[src/hdl/bis_pkg.sv]
`timescale 1ns / 1ps
// ----------------------------------------------------------------------------
// bis_pkg
// Shared types and constants of the burner ignition sequencer.
// ----------------------------------------------------------------------------
package bis_pkg;

  localparam int unsigned PhaseW  = 4;
  localparam int unsigned TimerW  = 16;
  localparam int unsigned TrialW  = 8;
  localparam int unsigned ValveW  = 8;
  localparam int unsigned CfgIdxW = 3;
  localparam int unsigned CfgDatW = 16;
  localparam int unsigned BlinkW  = 9;

  // phase codes
  localparam logic [PhaseW-1:0] PH_IDLE     = 4'd0;
  localparam logic [PhaseW-1:0] PH_PREPURGE = 4'd1;
  localparam logic [PhaseW-1:0] PH_IGNITE   = 4'd2;
  localparam logic [PhaseW-1:0] PH_PROVE    = 4'd3;
  localparam logic [PhaseW-1:0] PH_MAIN     = 4'd4;
  localparam logic [PhaseW-1:0] PH_SHUTDOWN = 4'd5;
  localparam logic [PhaseW-1:0] PH_LOCKOUT  = 4'd6;
  localparam logic [PhaseW-1:0] PH_RETRY    = 4'd7;
  localparam logic [PhaseW-1:0] PH_CONFIRM  = 4'd8;

  // register indexes
  localparam logic [CfgIdxW-1:0] REG_PREPURGE = 3'd0;
  localparam logic [CfgIdxW-1:0] REG_TRIAL    = 3'd1;
  localparam logic [CfgIdxW-1:0] REG_PROVE    = 3'd2;
  localparam logic [CfgIdxW-1:0] REG_MAXTRIAL = 3'd3;
  localparam logic [CfgIdxW-1:0] REG_RETRY    = 3'd4;
  localparam logic [CfgIdxW-1:0] REG_SHUTDOWN = 3'd5;
  localparam logic [CfgIdxW-1:0] REG_CONFIRM  = 3'd6;

  // register reset values
  localparam logic [TimerW-1:0] PREPURGE_RST = 16'd3000;
  localparam logic [TimerW-1:0] TRIAL_RST    = 16'd10000;
  localparam logic [TimerW-1:0] PROVE_RST    = 16'd1000;
  localparam logic [TrialW-1:0] MAXTRIAL_RST = 8'd3;
  localparam logic [TimerW-1:0] RETRY_RST    = 16'd5000;
  localparam logic [TimerW-1:0] SHUTDOWN_RST = 16'd1000;
  localparam logic [TimerW-1:0] CONFIRM_RST  = 16'd1000;

  // lockout blink
  localparam logic [BlinkW-1:0] BLINK_LAST = 9'd499;
  localparam logic [BlinkW-1:0] BLINK_ON   = 9'd250;

  localparam logic [TrialW-1:0] TRIAL_MAX = 8'hFF;

  typedef struct packed {
    logic [TimerW-1:0] prepurge_ticks;
    logic [TimerW-1:0] ignition_trial_ticks;
    logic [TimerW-1:0] prove_ticks;
    logic [TrialW-1:0] trial_limit;
    logic [TimerW-1:0] retry_wait_ticks;
    logic [TimerW-1:0] shutdown_ticks;
    logic [TimerW-1:0] reset_confirm_ticks;
  } bis_cfg_t;

endpackage

[src/hdl/bis_cfg.sv]
`timescale 1ns / 1ps
// ----------------------------------------------------------------------------
// bis_cfg
// Timing and trial limit registers, written through a plain write port.
// ----------------------------------------------------------------------------
module bis_cfg (
  input  logic                        clk_i,
  input  logic                        rst_ni,
  input  logic                        we_i,
  input  logic [bis_pkg::CfgIdxW-1:0] idx_i,
  input  logic [bis_pkg::CfgDatW-1:0] wdata_i,
  output bis_pkg::bis_cfg_t           cfg_o
);

  bis_pkg::bis_cfg_t cfg_q;

  always_ff @(posedge clk_i or negedge rst_ni) begin
    if (!rst_ni) begin
      cfg_q.prepurge_ticks       <= bis_pkg::PREPURGE_RST;
      cfg_q.ignition_trial_ticks <= bis_pkg::TRIAL_RST;
      cfg_q.prove_ticks          <= bis_pkg::PROVE_RST;
      cfg_q.trial_limit          <= bis_pkg::MAXTRIAL_RST;
      cfg_q.retry_wait_ticks     <= bis_pkg::RETRY_RST;
      cfg_q.shutdown_ticks       <= bis_pkg::SHUTDOWN_RST;
      cfg_q.reset_confirm_ticks  <= bis_pkg::CONFIRM_RST;
    end else if (we_i) begin
      unique case (idx_i)
        bis_pkg::REG_PREPURGE: cfg_q.prepurge_ticks       <= wdata_i;
        bis_pkg::REG_TRIAL:    cfg_q.ignition_trial_ticks <= wdata_i;
        bis_pkg::REG_PROVE:    cfg_q.prove_ticks          <= wdata_i;
        bis_pkg::REG_MAXTRIAL: cfg_q.trial_limit          <= wdata_i[bis_pkg::TrialW-1:0];
        bis_pkg::REG_RETRY:    cfg_q.retry_wait_ticks     <= wdata_i;
        bis_pkg::REG_SHUTDOWN: cfg_q.shutdown_ticks       <= wdata_i;
        bis_pkg::REG_CONFIRM:  cfg_q.reset_confirm_ticks  <= wdata_i;
        default: ;
      endcase
    end
  end

  assign cfg_o = cfg_q;

endmodule

[src/hdl/burner_ignition_sequencer_top.sv]
`timescale 1ns / 1ps
// ----------------------------------------------------------------------------
// burner_ignition_sequencer_top
// Gas valve ignition sequencer, advanced by one tick per input transfer.
//
//   channel | direction | handshake             | payload
//   in      | sink      | in_valid_i/in_stall_o | heat, safety, flame, setpoint
//   out     | source    | out_valid_o/out_stall_i | phase, valves, leds
//   cfg     | sink      | cfg_we_i              | cfg_idx_i, cfg_wdata_i
//
// one tick per cycle unless stalled; result shows the cycle after transfer
// the sequencer state registers double as the output register
// a new transfer is taken whenever the output is empty or being taken
// reset puts the sequencer in idle with green on and loads default timings
// ----------------------------------------------------------------------------
module burner_ignition_sequencer_top (
  input  logic                        clk_i,
  input  logic                        rst_ni,
  input  logic                        cfg_we_i,
  input  logic [bis_pkg::CfgIdxW-1:0] cfg_idx_i,
  input  logic [bis_pkg::CfgDatW-1:0] cfg_wdata_i,
  input  logic                        in_valid_i,
  output logic                        in_stall_o,
  input  logic                        heat_request_i,
  input  logic                        safety_active_i,
  input  logic                        flame_present_i,
  input  logic [7:0]                  flow_setpoint_i,
  output logic                        out_valid_o,
  input  logic                        out_stall_i,
  output logic [3:0]                  phase_o,
  output logic                        pilot_valve_o,
  output logic                        igniter_on_o,
  output logic                        main_enabled_o,
  output logic [7:0]                  valve_position_o,
  output logic                        green_led_o,
  output logic                        red_led_o
);

  bis_pkg::bis_cfg_t cfg;

  bis_cfg u_cfg (
    .clk_i   (clk_i),
    .rst_ni  (rst_ni),
    .we_i    (cfg_we_i),
    .idx_i   (cfg_idx_i),
    .wdata_i (cfg_wdata_i),
    .cfg_o   (cfg)
  );

  logic [bis_pkg::PhaseW-1:0] phase_q, phase_d;
  logic [bis_pkg::TimerW-1:0] timer_q, timer_d;
  logic [bis_pkg::BlinkW-1:0] blink_q, blink_d;
  logic [bis_pkg::TrialW-1:0] trial_q, trial_d;
  logic                       pilot_q, pilot_d;
  logic                       ign_q, ign_d;
  logic                       main_q, main_d;
  logic [bis_pkg::ValveW-1:0] valve_q, valve_d;
  logic                       green_q, green_d;
  logic                       red_q, red_d;
  logic                       out_valid_q;
  logic                       in_acc;

  assign in_stall_o = out_valid_q & out_stall_i;
  assign in_acc     = in_valid_i & ~in_stall_o;

  always_comb begin
    phase_d = phase_q;
    trial_d = trial_q;
    pilot_d = pilot_q;
    ign_d   = ign_q;
    main_d  = main_q;
    valve_d = valve_q;
    green_d = green_q;
    red_d   = red_q;
    unique case (phase_q)
      bis_pkg::PH_PREPURGE: begin
        if (timer_q >= cfg.prepurge_ticks) phase_d = bis_pkg::PH_IGNITE;
      end
      bis_pkg::PH_IGNITE: begin
        // entry actions on the first tick
        if (timer_q == '0) begin
          pilot_d = 1'b1;
          ign_d   = 1'b1;
          if (trial_q != bis_pkg::TRIAL_MAX) trial_d = trial_q + 1'b1;
        end
        if (flame_present_i) begin
          ign_d   = 1'b0;
          phase_d = bis_pkg::PH_PROVE;
        end else if (timer_q >= cfg.ignition_trial_ticks) begin
          ign_d   = 1'b0;
          pilot_d = 1'b0;
          phase_d = (trial_d >= cfg.trial_limit) ? bis_pkg::PH_LOCKOUT : bis_pkg::PH_RETRY;
        end
      end
      bis_pkg::PH_PROVE: begin
        if (!flame_present_i) begin
          phase_d = bis_pkg::PH_SHUTDOWN;
        end else if (timer_q >= cfg.prove_ticks) begin
          phase_d = bis_pkg::PH_MAIN;
          main_d  = 1'b1;
          valve_d = flow_setpoint_i;
          green_d = 1'b1;
          red_d   = 1'b1;
        end
      end
      bis_pkg::PH_MAIN: begin
        valve_d = flow_setpoint_i;
        if (!flame_present_i || !heat_request_i) phase_d = bis_pkg::PH_SHUTDOWN;
      end
      bis_pkg::PH_SHUTDOWN: begin
        main_d  = 1'b0;
        valve_d = '0;
        ign_d   = 1'b0;
        if (timer_q >= cfg.shutdown_ticks) begin
          pilot_d = 1'b0;
          phase_d = bis_pkg::PH_IDLE;
          green_d = 1'b1;
          red_d   = 1'b0;
        end
      end
      bis_pkg::PH_LOCKOUT: begin
        main_d  = 1'b0;
        valve_d = '0;
        ign_d   = 1'b0;
        pilot_d = 1'b0;
        green_d = 1'b0;
        red_d   = (blink_q < bis_pkg::BLINK_ON);
        if (heat_request_i && safety_active_i) phase_d = bis_pkg::PH_CONFIRM;
      end
      bis_pkg::PH_RETRY: begin
        if (timer_q >= cfg.retry_wait_ticks) phase_d = bis_pkg::PH_PREPURGE;
      end
      bis_pkg::PH_CONFIRM: begin
        if (timer_q >= cfg.reset_confirm_ticks) begin
          if (heat_request_i && safety_active_i) begin
            phase_d = bis_pkg::PH_IDLE;
            green_d = 1'b1;
            red_d   = 1'b0;
          end else begin
            phase_d = bis_pkg::PH_LOCKOUT;
          end
        end
      end
      default: begin
        if (heat_request_i) begin
          phase_d = bis_pkg::PH_PREPURGE;
          trial_d = '0;
          green_d = 1'b0;
          red_d   = 1'b1;
        end
      end
    endcase

    // safety switch override
    if (safety_active_i && phase_d != bis_pkg::PH_IDLE && phase_d != bis_pkg::PH_LOCKOUT
        && phase_d != bis_pkg::PH_CONFIRM && phase_d != bis_pkg::PH_SHUTDOWN) begin
      phase_d = bis_pkg::PH_SHUTDOWN;
      main_d  = 1'b0;
      valve_d = '0;
      ign_d   = 1'b0;
    end

    // blink tracks timer mod 500, including the 16-bit wrap
    if (phase_d != phase_q) begin
      timer_d = '0;
      blink_d = '0;
    end else begin
      timer_d = timer_q + 1'b1;
      blink_d = (timer_q == '1 || blink_q == bis_pkg::BLINK_LAST) ? '0 : blink_q + 1'b1;
    end
  end

  always_ff @(posedge clk_i or negedge rst_ni) begin
    if (!rst_ni) begin
      phase_q <= bis_pkg::PH_IDLE;
      timer_q <= '0;
      blink_q <= '0;
      trial_q <= '0;
      pilot_q <= 1'b0;
      ign_q   <= 1'b0;
      main_q  <= 1'b0;
      valve_q <= '0;
      green_q <= 1'b1;
      red_q   <= 1'b0;
    end else if (in_acc) begin
      phase_q <= phase_d;
      timer_q <= timer_d;
      blink_q <= blink_d;
      trial_q <= trial_d;
      pilot_q <= pilot_d;
      ign_q   <= ign_d;
      main_q  <= main_d;
      valve_q <= valve_d;
      green_q <= green_d;
      red_q   <= red_d;
    end
  end

  always_ff @(posedge clk_i or negedge rst_ni) begin
    if (!rst_ni) begin
      out_valid_q <= 1'b0;
    end else if (in_acc) begin
      out_valid_q <= 1'b1;
    end else if (!out_stall_i) begin
      out_valid_q <= 1'b0;
    end
  end

  assign out_valid_o      = out_valid_q;
  assign phase_o          = phase_q;
  assign pilot_valve_o    = pilot_q;
  assign igniter_on_o     = ign_q;
  assign main_enabled_o   = main_q;
  assign valve_position_o = valve_q;
  assign green_led_o      = green_q;
  assign red_led_o        = red_q;

  a_timer_clear: assert property (@(posedge clk_i) disable iff (!rst_ni)
    (in_acc && phase_d != phase_q) |=> (timer_q == '0))
    else $error("timer not cleared on phase change");

  a_blink_range: assert property (@(posedge clk_i) disable iff (!rst_ni)
    blink_q <= bis_pkg::BLINK_LAST)
    else $error("blink counter out of range");

  a_lockout_closed: assert property (@(posedge clk_i) disable iff (!rst_ni)
    (phase_q == bis_pkg::PH_LOCKOUT) |-> (!main_q && valve_q == '0))
    else $error("main valve open in lockout");

  a_trial_hold: assert property (@(posedge clk_i) disable iff (!rst_ni)
    !in_acc |=> $stable(trial_q) && $stable(phase_q))
    else $error("state changed without a transfer");

endmodule
[config.mk]
export PLATFORM = sky130hd
export DESIGN_NAME = burner_ignition_sequencer_top
export DESIGN_NICKNAME = d
export VERILOG_FILES = /design/src/hdl/bis_pkg.sv /design/src/hdl/bis_cfg.sv /design/src/hdl/burner_ignition_sequencer_top.sv
export SDC_FILE = /design/constraint.sdc
export NUM_CORES = 1
export LEC_CHECK = 0
export ABC_AREA = 1
export BUFFER_PORTS_ARGS = -buffer_cell sky130_fd_sc_hd__buf_2
export CAP_MARGIN = 20
export CORE_AREA = 2 2 138 140
export DETAILED_ROUTE_END_ITERATION = 6
export DIE_AREA = 0 0 140 142
export GPL_TIMING_DRIVEN = 0
export PLACE_DENSITY = 0.77
export SYNTH_ARGS = -nofsm -noshare
export SYNTH_HDL_FRONTEND = slang
export SYNTH_HIERARCHICAL = 1
export SYNTH_SLANG_ARGS = --single-unit
[constraint.sdc]
create_clock -name clk_i -period 3.9 [get_ports clk_i]
set_clock_uncertainty 0.05 [all_clocks]
set_input_delay 0.195 -clock clk_i [delete_from_list [all_inputs] [get_ports clk_i]]
set_output_delay 0.195 -clock clk_i [all_outputs]
set_load 0.03 [all_outputs]
==> metrics.md, run 1 <==
| Metric | Value |
|---|---|
| EDFF count, synth | 0 |
| Post-route ant nets | 0 |
| Width of the die | 140 um |
| H-tree depth | 4 |
| Die Span Y | 142 um |
| Startpoint types | flip-flop |
| Seq/Total Area, Yosys | 0.385 |
| Minimum clock period | 4110 ps |
| Via/cell ratio | 5.49 |
| FMAX | 243 MHz |
| P_int | 4.58 mW |
| Area Overhead vs Synth | 20.4% |
| Multi-input gate area | 5690 um2 |
| Most frequent cells in the layout | nand2_1, inv_1, nand3_1 |
| Status | finished, violations left |
| Gr ovfl total | 0 |
| Register area | 3940 um2 |
| Most frequent CP cell | nand2_2 |
| Routability congestion estimate | 0.900 |
| Cell area power density | 625 nW/um2 |
| Clock sink count | 155 |
| Sw Ratio | 0.403 |
| Crit-path max FO | 8 |
| Net Sw Power | 3.09 mW |
| RR Endpoint | timer_q[0]$_DFFE_PN0P_ |
| FF+latch count, synth | 155 |
| DRC | 4 |
| Initial core utilization | 0.553 |
| Layout fillers | 1564 |
| Total negative slack | -4930 ps |
| Hold Startpoint | cfg_wdata_i[1] |
| Final setup viols | 34 |
| Largest net degree at the start of global routing | 122 |
| R2R Setup Slk | -210 ps |
| Max-Cap Viols | 0 |
| Headroom to the max-slew limit | 0.320 |
| Core Box Area | 18500 um2 |
| Port Buffers | 53 |
| Max Slew Vio Count | 0 |
| DR iter-0 viols | 789 |
| Failing checks | DRC, setup timing |
| Vias | 9434 |
| Total power | 7.67 mW |
| Vias in the first global route | 8998 |
| Clk pwr share | 0.226 |
| Initial antenna violation count | 0 |
| Syn. warnings | 6 |
| Crit path launch | timer_q[8]$_DFFE_PN0P_ |
| CTS tree | built |
| RSZ-0062 raised after global routing | yes |
| Worst-Margin Slew | 1010 ps |
| Clk slew on worst S/H paths | 60 ps |
| Drt pass-1 iters | 7 |
| Synth async-reset ratio | 1.00 |
| Total CTS buffers | 17 |
| Synth Instances | 1349 |
| Share of cells above drive strength 1 | 0.208 |
| Dpl hpwl | 18.7 mm |
| Setup CP Type | flip-flop to flip-flop |
| Maximum root-to-sink buffer count | 2 |
| Slowest-stage cell, CP | dfrtp_2 |
| Placed inst area | 10800 um2 |
| GRT Util Overall | 0.285 |
| Static leakage | 6.60 nW |
| CP Capture Type | flip-flop |
| Seq pwr share | 0.285 |
| First-pass GRT wire length | 44.7 mm |
| Drt total wl | 27.9 mm |
| Hold slack | 14.3 ps |
| DR WL/cell | 16.3 um |
| Post-route cell area | 12300 um2 |
| Hold path depth | 3 |
| Final Non-Filler Cells | 1718 |
| Placed instance count | 1637 |
| Final-report hold violation count | 0 |
| Hold EP | u_cfg/cfg_o[49]$_DFFE_PN1P_ |
| Worst reg-to-reg path cell count | 26 |
| Main synth FF type | dfrtp_1 |
| Worst Hold Class | input port to flip-flop |
| Setup ws final | -209 ps |
| CP required | 4200 ps |
| Maximum VDD drop | 0.471 mV |
| Ports | 54 |
| # nets final | 1614 |
| Fin crit share | 1.05 |
| Core Rows | 50 |
| Comb pwr share | 0.489 |
| Commonest non-fill, non-tap cell in the layout | nand2_1 |
| CP peak stage delay | 410 ps |
| Antenna fix cells | 0 |
| Syn_area_per_cell | 7.56 um2 |
| Post-Syn Nets | 1492 |
| Synthesized area | 10200 um2 |
| Worst R2R Start | timer_q[8]$_DFFE_PN0P_ |
| Clock latency on the worst-skew pair | 430 ps |
| Netlist cell types | 46 |
| Clock root buffer master | clkbuf_16 |
| Die area | 19900 um2 |
| Critical path arrival | 4410 ps |
==> logic make-up (layout without fill, tap and decap cells) <==
family          after synthesis  in the layout  share of synthesized area
flops                       155            155                      0.385
buf+inv                     225            359                     0.0909
fa+ha+maj                   108            108                      0.133
compound gates              132            132                     0.0785
simple gates                712            713                      0.298
xor+xnor                     17             17                     0.0146
==> how the worst max path moves through the flow <==
stage / endpoint / slack [ps] / cells after the start
2_1_floorplan: timer_q[10]$_DFFE_PN0P_ / 230 / 27
6_report: timer_q[0]$_DFFE_PN0P_ / -210 / 26
5_1_grt: timer_q[0]$_DFFE_PN0P_ / -490 / 29
3_5_place_dp: timer_q[8]$_DFFE_PN0P_ / -980 / 27
4_1_cts: timer_q[8]$_DFFE_PN0P_ / -90 / 27
3_3_place_gp: timer_q[7]$_DFFE_PN0P_ / -900 / 27
==> repair_timing <==
item / 4_1_cts / 5_1_grt
buffers inserted: 20 / 11
setup endpoints to repair: 39 / 38
hold buffers: 13 / 0
cloned: 1 / 4
pin swaps: 23 / 18
gates resized for setup: 62 / 54
hold endpoints to repair: 45 / 0
==> cells in the mapped netlist, drive strengths merged, types with 2 or more instances <==
cell	count	area [um2]
nor4	5	31.3
dfstp	38	998
o21ai	44	246
buf	22	165
dfrtp	117	2930
o21a	3	22.5
a31oi	2	12.5
nand3b	4	33.8
xor2	16	140
o22ai	7	43.8
clkbuf	6	22.5
nor3	18	101
nand2	466	1790
ha	108	1350
a21oi	64	377
inv	196	736
nand3	121	628
nor2	82	353
o211ai	2	15.0
a21o	2	15.0
nand4	14	87.6
==> stage by stage <==
stage          setup slack, ps  utilization
6_report                  -209        0.665
5_1_grt                   -489        0.665
4_1_cts                  -85.3        0.647
3_5_place_dp              -985        0.585
3_3_place_gp              -902        0.583
2_1_floorplan              226            -
==> worst max-delay path: cells and delay by family (launching register included) <==
family | cells | cell delay (ps)
adders and majority gates | 1 | 270
AOI/OAI and AO/OA | 3 | 370
and+or+nand+nor | 16 | 2210
buffers and inverters | 5 | 530
DFF | 1 | 410
xor gates and xnor gates | 1 | 160
==> per-layer routing <==
| layer | global-route usage | part of all wire | vias up |
|---|---|---|---|
| met3 | 0.0458 | 0.069 | 52 |
| met4 | 0.112 | 0.029 | 0 |
| met1 | 0.384 | 0.44 | 4490 |
| met2 | 0.465 | 0.46 | 329 |
| met5 | 0 | 0 | - |
| li1 | - | - | 4563 |
==> power groups by stage <==
stage / sequential [mW] / clock [mW] / combinational, mW
3_3_place_gp: 2.21 / 0 / 2.47
5_1_grt: 2.22 / 1.82 / 4.12
6_report: 2.18 / 1.74 / 3.75
2_1_floorplan: 2.30 / 0 / 1.78
4_1_cts: 2.18 / 1.76 / 3.11
3_5_place_dp: 2.22 / 0 / 2.56
==> sequential cells by signal, indices dropped and copies added, names as in the netlist <==
signal / cells
blink_q: 9
u_cfg/cfg_o: 104
valve_position_o: 8
igniter_on_o: 1
pilot_valve_o: 1
red_led_o: 1
main_enabled_o: 1
timer_q: 16
green_led_o: 1
phase_o: 4
out_valid_o: 1
trial_q: 8
==> area by class of cell <==
type | count | share of cell area
plain buffers | 28 | 0.0172
clock buffers | 26 | 0.0407
clock inverters | 6 | 0.00907
inverters | 197 | 0.0610
multi-input cells | 970 | 0.464
flip-flops and latches | 155 | 0.321
well taps | 234 | 0.0239
repair buffers | 101 | 0.0628
repair inverters | 1 | 0.000408
Power figures use the tool's default switching activity.
==> run 2, diff against run 1 <==
--- a/config.mk
+++ b/config.mk
@@ -8,11 +8,11 @@
 export ABC_AREA = 1
 export BUFFER_PORTS_ARGS = -buffer_cell sky130_fd_sc_hd__buf_2
 export CAP_MARGIN = 20
-export CORE_AREA = 2 2 138 140
+export CORE_AREA = 2 2 134 136
 export DETAILED_ROUTE_END_ITERATION = 6
-export DIE_AREA = 0 0 140 142
+export DIE_AREA = 0 0 136 138
 export GPL_TIMING_DRIVEN = 0
-export PLACE_DENSITY = 0.77
+export PLACE_DENSITY = 0.78
 export SYNTH_ARGS = -nofsm -noshare
 export SYNTH_HDL_FRONTEND = slang
 export SYNTH_HIERARCHICAL = 1
==> constraint.sdc (replaced) <==
create_clock -name clk_i -period 5.1 [get_ports clk_i]
set_clock_uncertainty 0.05 [all_clocks]
set_input_delay 0.255 -clock clk_i [delete_from_list [all_inputs] [get_ports clk_i]]
set_output_delay 0.255 -clock clk_i [all_outputs]
set_load 0.03 [all_outputs]
==> run 2 against run 1 <==
Effect of this change: the run now ends clean; critical path type unchanged; cell area down 6.2%; combinational power down 47%; register-to-register slack better by 730 ps; sequential share of layout area up 2.0 points; count of clock-buffer cells in the layout down 1; die area down 5.6%; core utilization down 0.86 points; worst setup slack better by 730 ps.
==> metrics.md, run 2 (same netlist as run 1, synthesis figures left out) <==
| Metric | Value |
|---|---|
| FMAX | 219 MHz (-10%) |
| Drt total wl | 26.3 mm (-5.8%) |
| GRT Util Overall | 0.291 (+0.00590) |
| Max-Cap Viols | 0 (unchanged) |
| Dpl hpwl | 18.7 mm (about the same) |
| Total CTS buffers | 17 (unchanged) |
| Final Non-Filler Cells | 1672 (-2.7%) |
| Width of the die | 136 um (-2.9%) |
| Register area | 3930 um2 (-0.41%) |
| Die Span Y | 138 um (-2.8%) |
| Most frequent cells in the layout | nand2_1, inv_1, nand3_1, dfrtp_1, ha_1 |
| H-tree depth | 4 (unchanged) |
| Maximum root-to-sink buffer count | 2 (unchanged) |
| Multi-input gate area | 5360 um2 (-5.8%) |
| Area Overhead vs Synth | 12.9% |
| DR WL/cell | 15.7 um (-3.2%) |
| Commonest non-fill, non-tap cell in the layout | nand2_1 |
| Critical path arrival | 4870 ps (+460 ps) |
| Headroom to the max-slew limit | 0.271 (-0.0493) |
| Fin crit share | 0.897 (-0.157) |
| Total negative slack | 0 ps (+4930 ps) |
| Share of cells above drive strength 1 | 0.142 (-0.0655) |
| Startpoint types | flip-flop |
| Post-CTS setup buffers | 0 (-100%) |
| Setup CP Type | flip-flop to flip-flop |
| Drt pass-1 iters | 5 (-2) |
| Routability congestion estimate | 0.918 (+2.1%) |
| Post-route ant nets | 0 (unchanged) |
| Final setup viols | 0 (-100%) |
| Clock root buffer master | clkbuf_16 |
| Cell area power density | 436 nW/um2 (-30%) |
| Static leakage | 6.35 nW (-3.8%) |
| Max Slew Vio Count | 0 (unchanged) |
| Minimum clock period | 4580 ps (+466 ps) |
| Final core area utilization | 0.656 (-0.00860) |
| CP peak stage delay | 450 ps (+40 ps) |
| Worst-Margin Slew | 1090 ps (+73.4 ps) |
| # nets final | 1573 (-2.5%) |
| Final-report hold violation count | 0 (unchanged) |
| Core Rows | 49 (-2.0%) |
| Initial core utilization | 0.582 (+0.0290) |
| Ports | 54 (unchanged) |
| Most frequent CP cell | nand2_1 |
| Clock sink count | 155 (unchanged) |
| Status | finished, final reports clean |
| DR iter-0 viols | 681 (-14%) |
| Clk slew on worst S/H paths | 60 ps (about the same) |
| Clock latency on the worst-skew pair | 430 ps (about the same) |
| Placed instance count | 1632 (-0.31%) |
| Crit-path max FO | 10 (+2) |
| Vias | 9137 (-3.1%) |
| Slowest-stage cell, CP | dfrtp_1 |
| Worst Hold Class | input port to flip-flop |
| CTS tree | built |
| CP Capture Type | flip-flop |
| Antenna fix cells | 0 (unchanged) |
| Initial antenna violation count | 0 (unchanged) |
| Vias in the first global route | 8863 (-1.5%) |
| Maximum VDD drop | 0.361 mV (-23%) |
| Die area | 18800 um2 (-5.6%) |
| First-pass GRT wire length | 43.3 mm (-3.0%) |
| Core Box Area | 17500 um2 (-5.0%) |
| CP required | 5400 ps (+1200 ps) |
| Gr ovfl total | 0 (unchanged) |
| DRC | 0 (-4) |
| RSZ-0062 raised after global routing | no |
| Max FFs per register | 104 (unchanged) |
| Largest net degree at the start of global routing | 81 (-34%) |
| Via/cell ratio | 5.46 (-0.48%) |
| Port Buffers | 53 (unchanged) |
| Layout fillers | 1525 (-2.5%) |
run 2: routing by layer:
metal | GRT usage | wire length (um) | up-vias
li1 | - | - | 4479
met1 | 0.400 | 11600 | 4311
met2 | 0.465 | 12400 | 298
met3 | 0.0517 | 1700 | 49
met4 | 0.0943 | 608 | 0
met5 | 0 | 0 | -
run 2: critical path, delay by kind of cell (launching register included):
family                   cells  cell delay, ps
AO/OA/AOI/OAI                4             580
XOR/XNOR                     1             210
flip-flops                   1             450
adder cells (fa/ha/maj)      2             460
AND/OR/NAND/NOR             17            2230
buffers and inverters        4             520
run 2: area by class of cell:
type                       instances  share of cell area
inverter                         197              0.0646
buffer                            28              0.0164
clock inverter                     7              0.0121
tap                              229              0.0249
clock buffer                      25              0.0422
timing repair buffer              62              0.0329
sequential                       155               0.341
multi-input combinational        969               0.466
run 2: worst paths after layout:
path                       cells past startpoint  slack (ps)                          end                   startpoint
max in group asynchronous                      3        3720  u_cfg/cfg_o[64]$_DFFE_PN1P_                       rst_ni
max reg2reg                                   28         520       timer_q[9]$_DFFE_PN0P_       timer_q[0]$_DFFE_PN0P_
min                                            3           7      out_valid_o$_DFFE_PN0P_                  out_stall_i
min in group asynchronous                      2         390   u_cfg/cfg_o[0]$_DFFE_PN0P_                       rst_ni
min reg2reg                                    2         410  u_cfg/cfg_o[63]$_DFFE_PN1P_  u_cfg/cfg_o[63]$_DFFE_PN1P_
max                                           28         520       timer_q[9]$_DFFE_PN0P_       timer_q[0]$_DFFE_PN0P_
run 2: what timing repair did:
action                                 CTS  global route
gates resized for setup                  0             7
setup endpoints to repair                0            35
hold buffers                             8             0
endpoints found under the hold margin   57             0
run 2: power breakdown:
group / switching [mW] / internal (mW)
Sequential: 0.165 / 1.52
Clock: 0.502 / 0.859
Combinational: 1.33 / 0.649
Total: 2.00 / 3.02
run 2: through the flow:
stage / power [mW] / cell area, um2 / hold WS, ps / setup slack, ps
finish: 5.02 / 11500 / 6.51 / 525
CTS: 5.02 / 11500 / 1.71 / 137
detailed placement: 3.65 / 10800 / 291 / 200
floorplan: 3.12 / 10200 / -90.6 / 1430
global placement: 3.57 / 10700 / 399 / 262
global route: 5.39 / 11500 / 34.3 / 106
==> run 3, diff against run 2 <==
--- a/config.mk
+++ b/config.mk
@@ -8,11 +8,11 @@
 export ABC_AREA = 1
 export BUFFER_PORTS_ARGS = -buffer_cell sky130_fd_sc_hd__buf_2
 export CAP_MARGIN = 20
-export CORE_AREA = 2 2 134 136
+export CORE_AREA = 2 2 140 142
 export DETAILED_ROUTE_END_ITERATION = 6
-export DIE_AREA = 0 0 136 138
+export DIE_AREA = 0 0 142 144
 export GPL_TIMING_DRIVEN = 0
-export PLACE_DENSITY = 0.78
+export PLACE_DENSITY = 0.73
 export SYNTH_ARGS = -nofsm -noshare
 export SYNTH_HDL_FRONTEND = slang
 export SYNTH_HIERARCHICAL = 1
==> run 3 against run 2 <==
Effect of this change: cell count grew 0.54%; fmax shrank 3.4%; cell area is essentially flat; non-clock buffer count is the same; critical endpoint is now main_enabled_o$_DFFE_PN0P_; worst setup slack lost 160 ps; sequential share of layout area is essentially flat; clock power is essentially flat.
==> metrics.md, run 3 (same netlist as run 1, synthesis figures left out) <==
| Metric | Value |
|---|---|
| RR Endpoint | main_enabled_o$_DFFE_PN0P_ |
| CP peak stage delay | 400 ps (-50 ps) |
| Vias in the first global route | 8618 (-2.8%) |
| Most frequent cells in the layout | nand2_1, inv_1, nand3_1, dfrtp_1, ha_1 |
| Seq pwr share | 0.335 (about the same) |
| Initial antenna violation count | 0 (unchanged) |
| Crit-path max FO | 10 (unchanged) |
| Global-route track usage on met3 | 0.0414 (-0.0103) |
| Met1 Usage GRT | 0.360 (-0.0402) |
| Vias | 9094 (-0.47%) |
| Max FFs per register | 104 (unchanged) |
| Initial core utilization | 0.534 (-0.0471) |
| P_int | 3.01 mW (-0.41%) |
| H-tree depth | 4 (unchanged) |
| Share of cells above drive strength 1 | 0.143 (+0.000693) |
| # nets final | 1573 (unchanged) |
| Clock latency on the worst-skew pair | 420 ps (about the same) |
| Headroom to the max-slew limit | 0.502 (+0.231) |
| Minimum clock period | 4730 ps (+159 ps) |
| Ports | 54 (unchanged) |
| R2R Setup Slk | 370 ps (-160 ps) |
| Cell family with most CP delay | simple AND/OR/NAND/NOR gates |
| Maximum root-to-sink buffer count | 2 (unchanged) |
| DR WL/cell | 15.5 um (-1.6%) |
| Worst Hold Class | input port to flip-flop |
| Crit path launch | timer_q[0]$_DFFE_PN0P_ |
| Worst reg-to-reg path cell count | 26 (-7.1%) |
| Startpoint types | flip-flop |
| CTS tree | built |
| Gr ovfl total | 0 (unchanged) |
| Comb pwr share | 0.395 (about the same) |
| Worst-Margin Slew | 747 ps (-339 ps) |
| Post-route ant nets | 0 (unchanged) |
| First-pass GRT wire length | 42.5 mm (-1.9%) |
| Antenna fix cells | 0 (unchanged) |
| GRT Util Overall | 0.266 (-0.0250) |
| Width of the die | 142 um (+4.4%) |
| Worst R2R Start | timer_q[0]$_DFFE_PN0P_ |
| CP Capture Point | main_enabled_o$_DFFE_PN0P_ |
| Sw Ratio | 0.399 (+0.00115) |
| Die Span Y | 144 um (+4.3%) |
| CP bufs+invs | 4 (unchanged) |
| Total CTS buffers | 17 (unchanged) |
| Final-report hold violation count | 0 (unchanged) |
| Maximum VDD drop | 0.320 mV (-11%) |
| Clk slew on worst S/H paths | 60 ps (about the same) |
| Most frequent CP cell | nand2_1 |
| Static leakage | 6.34 nW (-0.14%) |
| Via/cell ratio | 5.41 (-1.0%) |
| Core Rows | 51 (+4.1%) |
| DRC | 0 (unchanged) |
| Setup CP Type | flip-flop to flip-flop |
| Max-Cap Viols | 0 (unchanged) |
| Critical path arrival | 5000 ps (+130 ps) |
| Total negative slack | 0 ps (unchanged) |
| Core Box Area | 19100 um2 (+8.8%) |
| Drt pass-1 iters | 5 (unchanged) |
| Clock sink count | 155 (unchanged) |
| CP required | 5360 ps (-40 ps) |
| Number of cells on the critical path | 26 (-7.1%) |
| Port Buffers | 53 (unchanged) |
| Layout fillers | 1726 (+13%) |
| Dpl hpwl | 18.6 mm (-0.84%) |
| GRT Max-Usage Layer | met2 |
| Final setup viols | 0 (unchanged) |
| Status | finished, final reports clean |
| Commonest non-fill, non-tap cell in the layout | nand2_1 |
| Area Overhead vs Synth | 13.0% (about the same) |
| Clk pwr share | 0.271 (about the same) |
| FMAX | 211 MHz (-3.4%) |
| Cell area power density | 435 nW/um2 (-0.31%) |
| Drt total wl | 26.0 mm (-1.1%) |
| Max Slew Vio Count | 0 (unchanged) |
| Largest net degree at the start of global routing | 82 (+1.2%) |
| Routability congestion estimate | 0.886 (-3.5%) |
| Die area | 20400 um2 (+9.0%) |
| DR iter-0 viols | 630 (-7.5%) |
| Slowest-stage cell, CP | dfrtp_1 |
| Total power | 5.01 mW (-0.22%) |
| Net Sw Power | 2.00 mW (about the same) |
| CP Capture Type | flip-flop |
| M2 GR Usage | 0.431 (-0.0340) |
| Fin crit share | 0.928 (+0.0312) |
| Clock root buffer master | clkbuf_16 |
| Hold slack | 12.7 ps (+6.17 ps) |
[run 3: routing by layer]
| metal | up-vias | wire length, um |
|---|---|---|
| li1 | 4481 | - |
| met1 | 4317 | 11900 |
| met2 | 249 | 12100 |
| met3 | 47 | 1320 |
| met4 | 0 | 688 |
| met5 | - | 0 |
[run 3: final cells by class]
| class | count | area [um2] | share of cell area |
|---|---|---|---|
| tap | 238 | 298 | 0.0258 |
| clock buffer | 22 | 464 | 0.0403 |
| sequential | 155 | 3930 | 0.341 |
| timing repair buffer | 62 | 378 | 0.0328 |
| buffer | 28 | 188 | 0.0163 |
| clock inverter | 10 | 165 | 0.0143 |
| inverter | 197 | 739 | 0.0642 |
| multi-input combinational | 969 | 5360 | 0.465 |
[run 3: through the flow]
step | instance area [um2] | cells | setup WS, ps | utilization
6_report | 11500 | 1681 | 366 | 0.604
2_1_floorplan | 10200 | 1349 | 1430 | -
4_1_cts | 11500 | 1680 | 130 | 0.603
3_5_place_dp | 10800 | 1641 | 208 | 0.566
5_1_grt | 11500 | 1681 | -11.1 | 0.604
3_3_place_gp | 10800 | 1640 | 236 | 0.564
[run 3: worst min-delay path, cell delays in order]
cell,delay [ps]
buf_2,80
nand3_1,60
nand2_1,60
[run 3: power groups by stage]
stage	clock, mW	combinational, mW	sequential, mW
2_1_floorplan	0	1.36	1.76
3_3_place_gp	0	1.88	1.69
6_report	1.36	1.98	1.68
5_1_grt	1.42	2.26	1.71
3_5_place_dp	0	1.94	1.69
4_1_cts	1.37	1.97	1.68
[run 3: what timing repair did]
item,CTS,global route
hold buffers,7,0
hold endpoints to repair,54,0
setup endpoints to repair,0,35
setup buffers,0,0
resized for setup,0,4
[run 3: worst min path at each step]
stage                           startpoint                         endpoint  slack, ps  depth (start not counted)
2_1_floorplan                       rst_ni           blink_q[0]$_DFFE_PN0P_        -90                          0
3_3_place_gp   u_cfg/cfg_o[95]$_DFFE_PN1P_      u_cfg/cfg_o[95]$_DFFE_PN1P_        400                          2
3_5_place_dp                        rst_ni      u_cfg/cfg_o[17]$_DFFE_PN0P_        220                          1
4_1_cts                 flow_setpoint_i[3]  valve_position_o[3]$_DFFE_PN0P_          2                          3
5_1_grt                 flow_setpoint_i[5]  valve_position_o[5]$_DFFE_PN0P_         30                          3
6_report                flow_setpoint_i[3]  valve_position_o[3]$_DFFE_PN0P_         10                          3
